==> src/rtl/core/msm_pkg.sv <==
// shared types and constants for the merge sort with median block
`timescale 1ns / 1ps
package msm_pkg;

	// default sizes
	localparam int DEPTH_DEF      = 64;
	localparam int VALUE_BITS_DEF = 24;

	// bank codes of the two value stores
	localparam logic BANK_A = 1'b0;
	localparam logic BANK_B = 1'b1;

	// sequencer states
	typedef enum logic [2:0] {
		ST_LOAD,
		ST_SETUP,
		ST_FETCH,
		ST_MERGE,
		ST_MED_RD,
		ST_MED,
		ST_EMIT_RD,
		ST_EMIT
	} msm_state_t;

	// control from the sequencer to the bank store
	typedef struct packed {
		logic wr_en;
		logic wr_bank;
		logic rd_bank;
	} msm_mem_ctl_t;

endpackage

==> src/rtl/core/msm_in_if.sv <==
// input channel: one time value per beat with a last marker
`timescale 1ns / 1ps
interface msm_in_if import msm_pkg::*; #(
	parameter int VALUE_BITS = VALUE_BITS_DEF
) ();
	logic                  valid;
	logic                  ready;
	logic [VALUE_BITS-1:0] time_value;
	logic                  last;

	modport source (output valid, output time_value, output last, input ready);
	modport sink (input valid, input time_value, input last, output ready);
endinterface

==> src/rtl/core/msm_out_if.sv <==
// output channel: one sorted value per beat with median and flags
`timescale 1ns / 1ps
interface msm_out_if import msm_pkg::*; #(
	parameter int VALUE_BITS = VALUE_BITS_DEF
) ();
	logic                  valid;
	logic                  ready;
	logic [VALUE_BITS-1:0] sorted_value;
	logic [VALUE_BITS:0]   median_half_units;
	logic                  overflowed;
	logic                  last_out;

	modport source (output valid, output sorted_value, output median_half_units,
		output overflowed, output last_out, input ready);
	modport sink (input valid, input sorted_value, input median_half_units,
		input overflowed, input last_out, output ready);
endinterface

==> src/rtl/core/msm_seq.sv <==
// sequencer: load, bottom-up merge passes with a shared comparator, median, emit
`timescale 1ns / 1ps
module msm_seq import msm_pkg::*; #(
	parameter int DEPTH      = DEPTH_DEF,
	parameter int VALUE_BITS = VALUE_BITS_DEF,
	localparam int AW        = $clog2(DEPTH),
	localparam int CW        = $clog2(DEPTH + 1),
	localparam int SW        = $clog2(DEPTH) + 2
) (
	input  logic                  clk,
	input  logic                  arst_n,
	msm_in_if.sink                values,
	msm_out_if.source             sorted,
	output msm_mem_ctl_t          mem_ctl,
	output logic [AW-1:0]         wr_addr,
	output logic [VALUE_BITS-1:0] wr_data,
	output logic [AW-1:0]         rd_addr_a,
	output logic [AW-1:0]         rd_addr_b,
	input  logic [VALUE_BITS-1:0] rd_data_a,
	input  logic [VALUE_BITS-1:0] rd_data_b
);

	msm_state_t          state_q, state_d;
	logic [CW-1:0]       count_q;
	logic                ovf_q;
	logic                src_q;
	logic [SW-1:0]       width_q, lo_q, mid_q, hi_q, a_q, b_q, k_q;
	logic [CW-1:0]       idx_q;
	logic [VALUE_BITS:0] med_q;

	logic                in_acc, out_acc, full;
	logic [CW-1:0]       count_new;
	logic [SW-1:0]       n_w, lo_w, lo_2w, mid_c, hi_c, half_w;
	logic                a_ok, b_ok, take_a, run_end, pass_end, sort_end, emit_last;

	assign in_acc  = values.valid && values.ready;
	assign out_acc = sorted.valid && sorted.ready;
	assign full    = (count_q == CW'(DEPTH));
	assign count_new = full ? count_q : count_q + CW'(1);

	// run bounds and merge decisions
	assign n_w      = SW'(count_q);
	assign lo_w     = lo_q + width_q;
	assign lo_2w    = lo_q + (width_q << 1);
	assign mid_c    = (lo_w > n_w) ? n_w : lo_w;
	assign hi_c     = (lo_2w > n_w) ? n_w : lo_2w;
	assign a_ok     = a_q < mid_q;
	assign b_ok     = b_q < hi_q;
	assign take_a   = a_ok && (!b_ok || rd_data_a <= rd_data_b);
	assign run_end  = (k_q + SW'(1) == hi_q);
	assign pass_end = run_end && (hi_q == n_w);
	assign sort_end = pass_end && ((width_q << 1) >= n_w);
	assign half_w   = n_w >> 1;
	assign emit_last = (idx_q + CW'(1) == count_q);

	// state register
	always_ff @(posedge clk or negedge arst_n) begin
		if (!arst_n) begin
			state_q <= ST_LOAD;
		end else begin
			state_q <= state_d;
		end
	end

	// next state, handshakes and store control
	always_comb begin
		state_d       = state_q;
		values.ready  = 1'b0;
		sorted.valid  = 1'b0;
		mem_ctl       = '{wr_en: 1'b0, wr_bank: BANK_A, rd_bank: src_q};
		wr_addr       = count_q[AW-1:0];
		wr_data       = values.time_value;
		rd_addr_a     = idx_q[AW-1:0];
		rd_addr_b     = idx_q[AW-1:0];
		unique case (state_q)
			ST_LOAD: begin
				values.ready   = 1'b1;
				mem_ctl.wr_en  = values.valid && !full;
				if (values.valid && values.last) begin
					state_d = (count_new == CW'(1)) ? ST_MED_RD : ST_SETUP;
				end
			end
			ST_SETUP: begin
				state_d = ST_FETCH;
			end
			ST_FETCH: begin
				rd_addr_a = a_q[AW-1:0];
				rd_addr_b = b_q[AW-1:0];
				state_d   = ST_MERGE;
			end
			ST_MERGE: begin
				mem_ctl.wr_en   = 1'b1;
				mem_ctl.wr_bank = ~src_q;
				wr_addr         = k_q[AW-1:0];
				wr_data         = take_a ? rd_data_a : rd_data_b;
				if (sort_end) begin
					state_d = ST_MED_RD;
				end else if (run_end) begin
					state_d = ST_SETUP;
				end else begin
					state_d = ST_FETCH;
				end
			end
			ST_MED_RD: begin
				// odd count reads the middle twice, so the sum is always twice the median
				rd_addr_a = count_q[0] ? half_w[AW-1:0] : half_w[AW-1:0] - AW'(1);
				rd_addr_b = half_w[AW-1:0];
				state_d   = ST_MED;
			end
			ST_MED: begin
				state_d = ST_EMIT_RD;
			end
			ST_EMIT_RD: begin
				state_d = ST_EMIT;
			end
			ST_EMIT: begin
				sorted.valid = 1'b1;
				if (sorted.ready) begin
					state_d = emit_last ? ST_LOAD : ST_EMIT_RD;
				end
			end
			default: begin
				state_d = ST_LOAD;
			end
		endcase
	end

	// set bookkeeping
	always_ff @(posedge clk or negedge arst_n) begin
		if (!arst_n) begin
			count_q <= '0;
			ovf_q   <= 1'b0;
			src_q   <= BANK_A;
		end else if (in_acc) begin
			count_q <= count_new;
			if (full) begin
				ovf_q <= 1'b1;
			end
			src_q <= BANK_A;
		end else if (state_q == ST_MERGE && pass_end) begin
			src_q <= ~src_q;
		end else if (out_acc && emit_last) begin
			count_q <= '0;
			ovf_q   <= 1'b0;
		end
	end

	// run pointers of the merge passes
	always_ff @(posedge clk) begin
		case (state_q)
			ST_LOAD: begin
				width_q <= SW'(1);
				lo_q    <= '0;
			end
			ST_SETUP: begin
				mid_q <= mid_c;
				hi_q  <= hi_c;
				a_q   <= lo_q;
				b_q   <= mid_c;
				k_q   <= lo_q;
			end
			ST_MERGE: begin
				if (take_a) begin
					a_q <= a_q + SW'(1);
				end else begin
					b_q <= b_q + SW'(1);
				end
				k_q <= k_q + SW'(1);
				if (pass_end) begin
					width_q <= width_q << 1;
					lo_q    <= '0;
				end else if (run_end) begin
					lo_q <= hi_q;
				end
			end
			default: begin
			end
		endcase
	end

	// median and emit index
	always_ff @(posedge clk) begin
		if (state_q == ST_MED) begin
			med_q <= {1'b0, rd_data_a} + {1'b0, rd_data_b};
			idx_q <= '0;
		end else if (out_acc) begin
			idx_q <= idx_q + CW'(1);
		end
	end

	assign sorted.sorted_value      = rd_data_a;
	assign sorted.median_half_units = med_q;
	assign sorted.overflowed        = ovf_q;
	assign sorted.last_out          = emit_last;

	// the block never takes input while a result is offered
	a_no_overlap: assert property (@(posedge clk) disable iff (!arst_n)
		!(values.ready && sorted.valid))
		else $error("input taken while emitting");

	// merge pointers stay inside their runs and account for every written entry
	a_merge_ptrs: assert property (@(posedge clk) disable iff (!arst_n)
		(state_q == ST_MERGE) |-> (a_q <= mid_q && b_q <= hi_q && k_q < hi_q
			&& (a_q - lo_q) + (b_q - mid_q) == (k_q - lo_q)))
		else $error("merge pointers out of step");

	// stored count never exceeds the store
	a_count_range: assert property (@(posedge clk) disable iff (!arst_n)
		count_q <= CW'(DEPTH))
		else $error("stored count beyond depth");

	// the final beat of a set clears it and reopens loading
	a_set_close: assert property (@(posedge clk) disable iff (!arst_n)
		(out_acc && sorted.last_out) |=> (state_q == ST_LOAD && count_q == '0 && !ovf_q))
		else $error("set not cleared after final beat");

	// emit index stays below the count
	a_emit_idx: assert property (@(posedge clk) disable iff (!arst_n)
		(state_q == ST_EMIT) |-> (idx_q < count_q))
		else $error("emit index past count");

endmodule

==> src/flat_wrapper.sv <==
// flat-port wrapper written by rule: the top's interface ports become plain ports
module msm_seq_flat import msm_pkg::*;
#(
	parameter int DEPTH      = DEPTH_DEF,
	parameter int VALUE_BITS = VALUE_BITS_DEF,
	localparam int AW        = $clog2(DEPTH),
	localparam int CW        = $clog2(DEPTH + 1),
	localparam int SW        = $clog2(DEPTH) + 2
)
  (clk, arst_n, mem_ctl, wr_addr, wr_data, rd_addr_a, rd_addr_b, rd_data_a, rd_data_b, values_valid, values_time_value, values_last, values_ready, sorted_valid, sorted_sorted_value, sorted_median_half_units, sorted_overflowed, sorted_last_out, sorted_ready);
  msm_in_if #(.VALUE_BITS(VALUE_BITS)) values_i ();
  msm_out_if #(.VALUE_BITS(VALUE_BITS)) sorted_i ();
  input  logic clk;
  input  logic arst_n;
  output msm_mem_ctl_t mem_ctl;
  output logic [AW-1:0] wr_addr;
  output logic [VALUE_BITS-1:0] wr_data;
  output logic [AW-1:0] rd_addr_a;
  output logic [AW-1:0] rd_addr_b;
  input  logic [VALUE_BITS-1:0] rd_data_a;
  input  logic [VALUE_BITS-1:0] rd_data_b;
  input wire logic [$bits(values_i.valid)-1:0] values_valid;
  input wire logic [$bits(values_i.time_value)-1:0] values_time_value;
  input wire logic [$bits(values_i.last)-1:0] values_last;
  output wire logic [$bits(values_i.ready)-1:0] values_ready;
  output wire logic [$bits(sorted_i.valid)-1:0] sorted_valid;
  output wire logic [$bits(sorted_i.sorted_value)-1:0] sorted_sorted_value;
  output wire logic [$bits(sorted_i.median_half_units)-1:0] sorted_median_half_units;
  output wire logic [$bits(sorted_i.overflowed)-1:0] sorted_overflowed;
  output wire logic [$bits(sorted_i.last_out)-1:0] sorted_last_out;
  input wire logic [$bits(sorted_i.ready)-1:0] sorted_ready;
  assign values_i.valid = values_valid;
  assign values_i.time_value = values_time_value;
  assign values_i.last = values_last;
  assign values_ready = values_i.ready;
  assign sorted_valid = sorted_i.valid;
  assign sorted_sorted_value = sorted_i.sorted_value;
  assign sorted_median_half_units = sorted_i.median_half_units;
  assign sorted_overflowed = sorted_i.overflowed;
  assign sorted_last_out = sorted_i.last_out;
  assign sorted_i.ready = sorted_ready;
  msm_seq #(.DEPTH(DEPTH), .VALUE_BITS(VALUE_BITS)) u_core (.clk(clk), .arst_n(arst_n), .values(values_i), .sorted(sorted_i), .mem_ctl(mem_ctl), .wr_addr(wr_addr), .wr_data(wr_data), .rd_addr_a(rd_addr_a), .rd_addr_b(rd_addr_b), .rd_data_a(rd_data_a), .rd_data_b(rd_data_b));
endmodule
==> config.mk <==
export PLATFORM = sky130hd
export DESIGN_NAME = msm_seq_flat
export DESIGN_NICKNAME = d
export VERILOG_FILES = /design/src/rtl/core/msm_pkg.sv /design/src/rtl/core/msm_in_if.sv /design/src/rtl/core/msm_out_if.sv /design/src/rtl/core/msm_seq.sv /design/src/flat_wrapper.sv
export SDC_FILE = /design/constraint.sdc
export NUM_CORES = 1
export LEC_CHECK = 0
export BUFFER_PORTS_ARGS = -buffer_cell sky130_fd_sc_hd__buf_2
export CAP_MARGIN = 20
export CORE_MARGIN = 2
export CORE_UTILIZATION = 55
export DETAILED_ROUTE_END_ITERATION = 8
export GPL_TIMING_DRIVEN = 0
export HOLD_SLACK_MARGIN = 0.1
export PLACE_DENSITY = 0.92
export SLEW_MARGIN = 20
export SYNTH_ARGS = -nofsm -noshare
export SYNTH_HDL_FRONTEND = slang
export SYNTH_SLANG_ARGS = --single-unit
==> constraint.sdc <==
create_clock -name clk -period 5.6 [get_ports clk]
set_clock_uncertainty 0.15 [all_clocks]
set_input_delay 0.56 -clock clk [delete_from_list [all_inputs] [get_ports clk]]
set_output_delay 0.56 -clock clk [all_outputs]
set_load 0.01 [all_outputs]
==> qor.yml <==
global_route:
  grt_pass1_wl_mm: 42.1
  grt-ovfl-total: 0
  grt_start_max_net_pins: 25
  grt_pass1_vias: 8430
  grt_usage_pct: 30.1
  antenna_found_initial: 0
critical_path:
  start_kind: "primary input"
  arrival_ns: 3.27
  cp-end-kind: "output port"
  worst-setup-path-type: "primary input to output port"
  critPathRequiredTime_ns: 4.89
  worst-path-max-fanout: 10
power:
  irDropWorstVdd_uv: 219
  power_density_nw_per_um2: 407
  leakage_nw: 4.63
drt:
  drtPass1Iterations: 5
  wl_per_cell_um: 18.6
  drc: 0
  avgViaCountPerCell: 6.05
  drt_iter0_drc: 1006
  antenna_left: 0
  routed_wl_mm: 26.6
  route.vias.total: 8635
cts:
  clk_latency_ns: 0.36
  cts_buffers: 9
  cts_max_level: 3
  cts_tree: "built"
  cts.sinks: 100
  cts_resized: 0
  cts_root_buffer: "clkbuf_16"
  cts_buffer_depth: 2
  cts_setup_buffers: 0
  clk_pin_slew_ns: 0.07
final_layout:
  stdcell_count: 1427
  layout.nets: 1389
  insertedDiodeCount: 0
  syn_to_final_growth_pct: 16.1
  layout-drive-gt1-share_pct: 21.3
  design_area_sq_um: 10400
floorplanning:
  ios: 175
  core_sq_um: 15900
  start_util_pct: 56.3
  fp.dieH_um: 132
  row_count: 46
  die_width_um: 132
  die_area_sq_um: 17400
yosys:
  ys_warn_count: 0
  ys_types: 65
  syn_area_sq_um: 8980
  synthFlopType: "edfxtp_1"
  synth-seq-cells: 100
  ys_seq_area_share_pct: 32.0
  syn_inst: 1018
  async_flop_share_pct: 12.0
  avgSynthCellArea_sq_um: 8.82
  synth-edff-count: 81
run:
  maxCapViolCount: 0
timing:
  hold_ws_ns: 0.328
  relSlewSlack_pct: 25.1
  finalHoldViolCount: 0
  period_share_pct: 71.1
  worstMarginPinSlew_ns: 1.10
  rsz0062_at_grt: "false"
  fin_tns_setup_ns: 0
  max_freq_mhz: 251
  finalCriticalPeriod_ns: 3.98
  maxSlewViolCount: 0
  setup_viol: 0
placed_design:
  port_buffers: 174
  place_congestion: 0.939
  place_area_sq_um: 10200
  dp_hpwl_mm: 20.2
  placed_cells: 1410
worst_hold_path:
  min_path_type: "flip-flop to flip-flop"
status:
  status: "completed"
[cell usage after synthesis (3+ instances only)]
master / instances / area (sq um)
nand3_1: 50 / 250
a31oi_1: 6 / 37.5
nor2_1: 59 / 221
xnor2_1: 54 / 473
buf_2: 7 / 35.0
nor4_1: 5 / 31.3
o211ai_1: 25 / 188
nor3_1: 19 / 95.1
nor2b_1: 9 / 56.3
nand2b_1: 11 / 68.8
buf_1: 3 / 11.3
fa_1: 3 / 60.1
mux2i_1: 3 / 30.0
nand4_1: 12 / 75.1
o21a_1: 12 / 90.1
and2_1: 19 / 119
mux2_2: 12 / 135
a21o_1: 13 / 97.6
o22ai_1: 14 / 87.6
buf_4: 27 / 203
and3_1: 11 / 68.8
o21ai_0: 56 / 280
a21oi_1: 74 / 370
inv_1: 79 / 297
ha_1: 103 / 1290
buf_6: 3 / 33.8
o21bai_1: 13 / 97.6
a211oi_1: 7 / 52.6
dfxtp_1: 7 / 140
clkbuf_1: 36 / 135
edfxtp_1: 81 / 2430
a311oi_1: 3 / 26.3
or3_1: 8 / 50.1
nand2_1: 87 / 327
or2_2: 3 / 18.8
xor2_1: 31 / 272
o31ai_1: 5 / 37.5
dfrtp_1: 12 / 300
[flip-flops by register name, summed over array words and instances, names as in the netlist]
signal,cells
u_core.src_q,1
u_core.sorted.median_half_units,25
u_core.width_q,8
u_core.b_q,8
u_core.lo_q,8
u_core.mid_q,8
u_core.count_q,7
u_core.k_q,8
u_core.state_q,3
u_core.a_q,8
u_core.idx_q,7
u_core.sorted.overflowed,1
u_core.hi_q,8
[final timing paths]
| kind | startpoint | end | slack (ns) | depth (start not counted) |
|---|---|---|---|---|
| setup / recovery | rd_data_b[23] | wr_data[13] | 1.62 | 13 |
| hold / removal | u_core.sorted.overflowed$_DFFE_PN0P_ | u_core.sorted.overflowed$_DFFE_PN0P_ | 0.33 | 1 |
| setup reg to reg | u_core.width_q[0]$_SDFFCE_PN1P_ | u_core.b_q[5]$_DFFE_PP_ | 1.69 | 15 |
| hold reg to reg | u_core.sorted.overflowed$_DFFE_PN0P_ | u_core.sorted.overflowed$_DFFE_PN0P_ | 0.33 | 1 |
| max in group asynchronous | arst_n | u_core.state_q[0]$_DFFE_PN0P_ | 4.61 | 2 |
| min in group asynchronous | arst_n | u_core.src_q$_DFFE_PN0P_ | 0.46 | 2 |
[placed cells by master, fill, tap and decap left out, types with 31 or more instances in the layout]
cell type  count
nand3_1       50
inv_1         79
edfxtp_1      81
nor2_1        58
xor2_1        31
nand2_1       87
o21ai_0       55
buf_2        181
a21oi_1       74
clkbuf_1      38
xnor2_1       54
ha_1         103
[kinds of logic after synthesis]
kind of cell,Yosys count,synth area share [%]
adder cells (fa/ha/maj),106,15.0
flip-flops,100,32.0
AND/OR/NAND/NOR,302,16.5
buffers and inverters,156,8.01
multiplexers,15,1.84
XOR/XNOR,85,8.29
other,1,0.0418
AO/OA/AOI/OAI,253,18.3
[final cells by class]
| cell class | instances | area (sq um) |
|---|---|---|
| buffer | 77 | 424 |
| clock buffer | 12 | 236 |
| clock inverter | 4 | 26.3 |
| fill | 1295 | 5510 |
| inverter | 79 | 297 |
| multi-input combinational | 763 | 5400 |
| sequential | 100 | 2870 |
| tap | 216 | 270 |
| timing repair buffer | 176 | 908 |
[per-layer routing]
metal	track usage (%)	vias to the layer above	wire, um
li1	-	3964	-
met1	36.2	4042	9870
met2	52.5	536	12800
met3	5.27	93	2610
met4	14.3	0	1260
met5	0	-	0
[timing repair]
item                                   in CTS  in global routing
setup endpoints to repair                   0                  0
hold buffers                                1                  0
endpoints found under the hold margin      12                  0
[critical path: stages]
cell      delay [ns]
buf_2           0.14
inv_1           0.06
ha_1            0.40
nand4_1         0.22
nor4_2          0.42
and3_1          0.27
o31a_1          0.17
o22ai_2         0.09
o221ai_4        0.23
buf_4           0.24
nand3_1         0.10
o211ai_1        0.17
buf_2           0.19
[power breakdown]
part,total [mW],internal [mW],leakage [nW],switching (mW)
registers,1.22,1.04,0.957,0.179
logic,2.43,0.924,3.55,1.51
clock network,0.597,0.302,0.127,0.295
[per-stage QoR]
step                      utilization, %  setup slack [ns]  total power, mW
after global routing                65.4              1.43             4.49
after floorplan                        -              2.20             2.77
after detailed placement            63.7              1.65             3.58
final                               65.4              1.62             4.24
after CTS                           65.4              1.63             4.19
after global placement              63.5              1.68             3.50
Note: power is estimated with default switching activity, not from simulation.
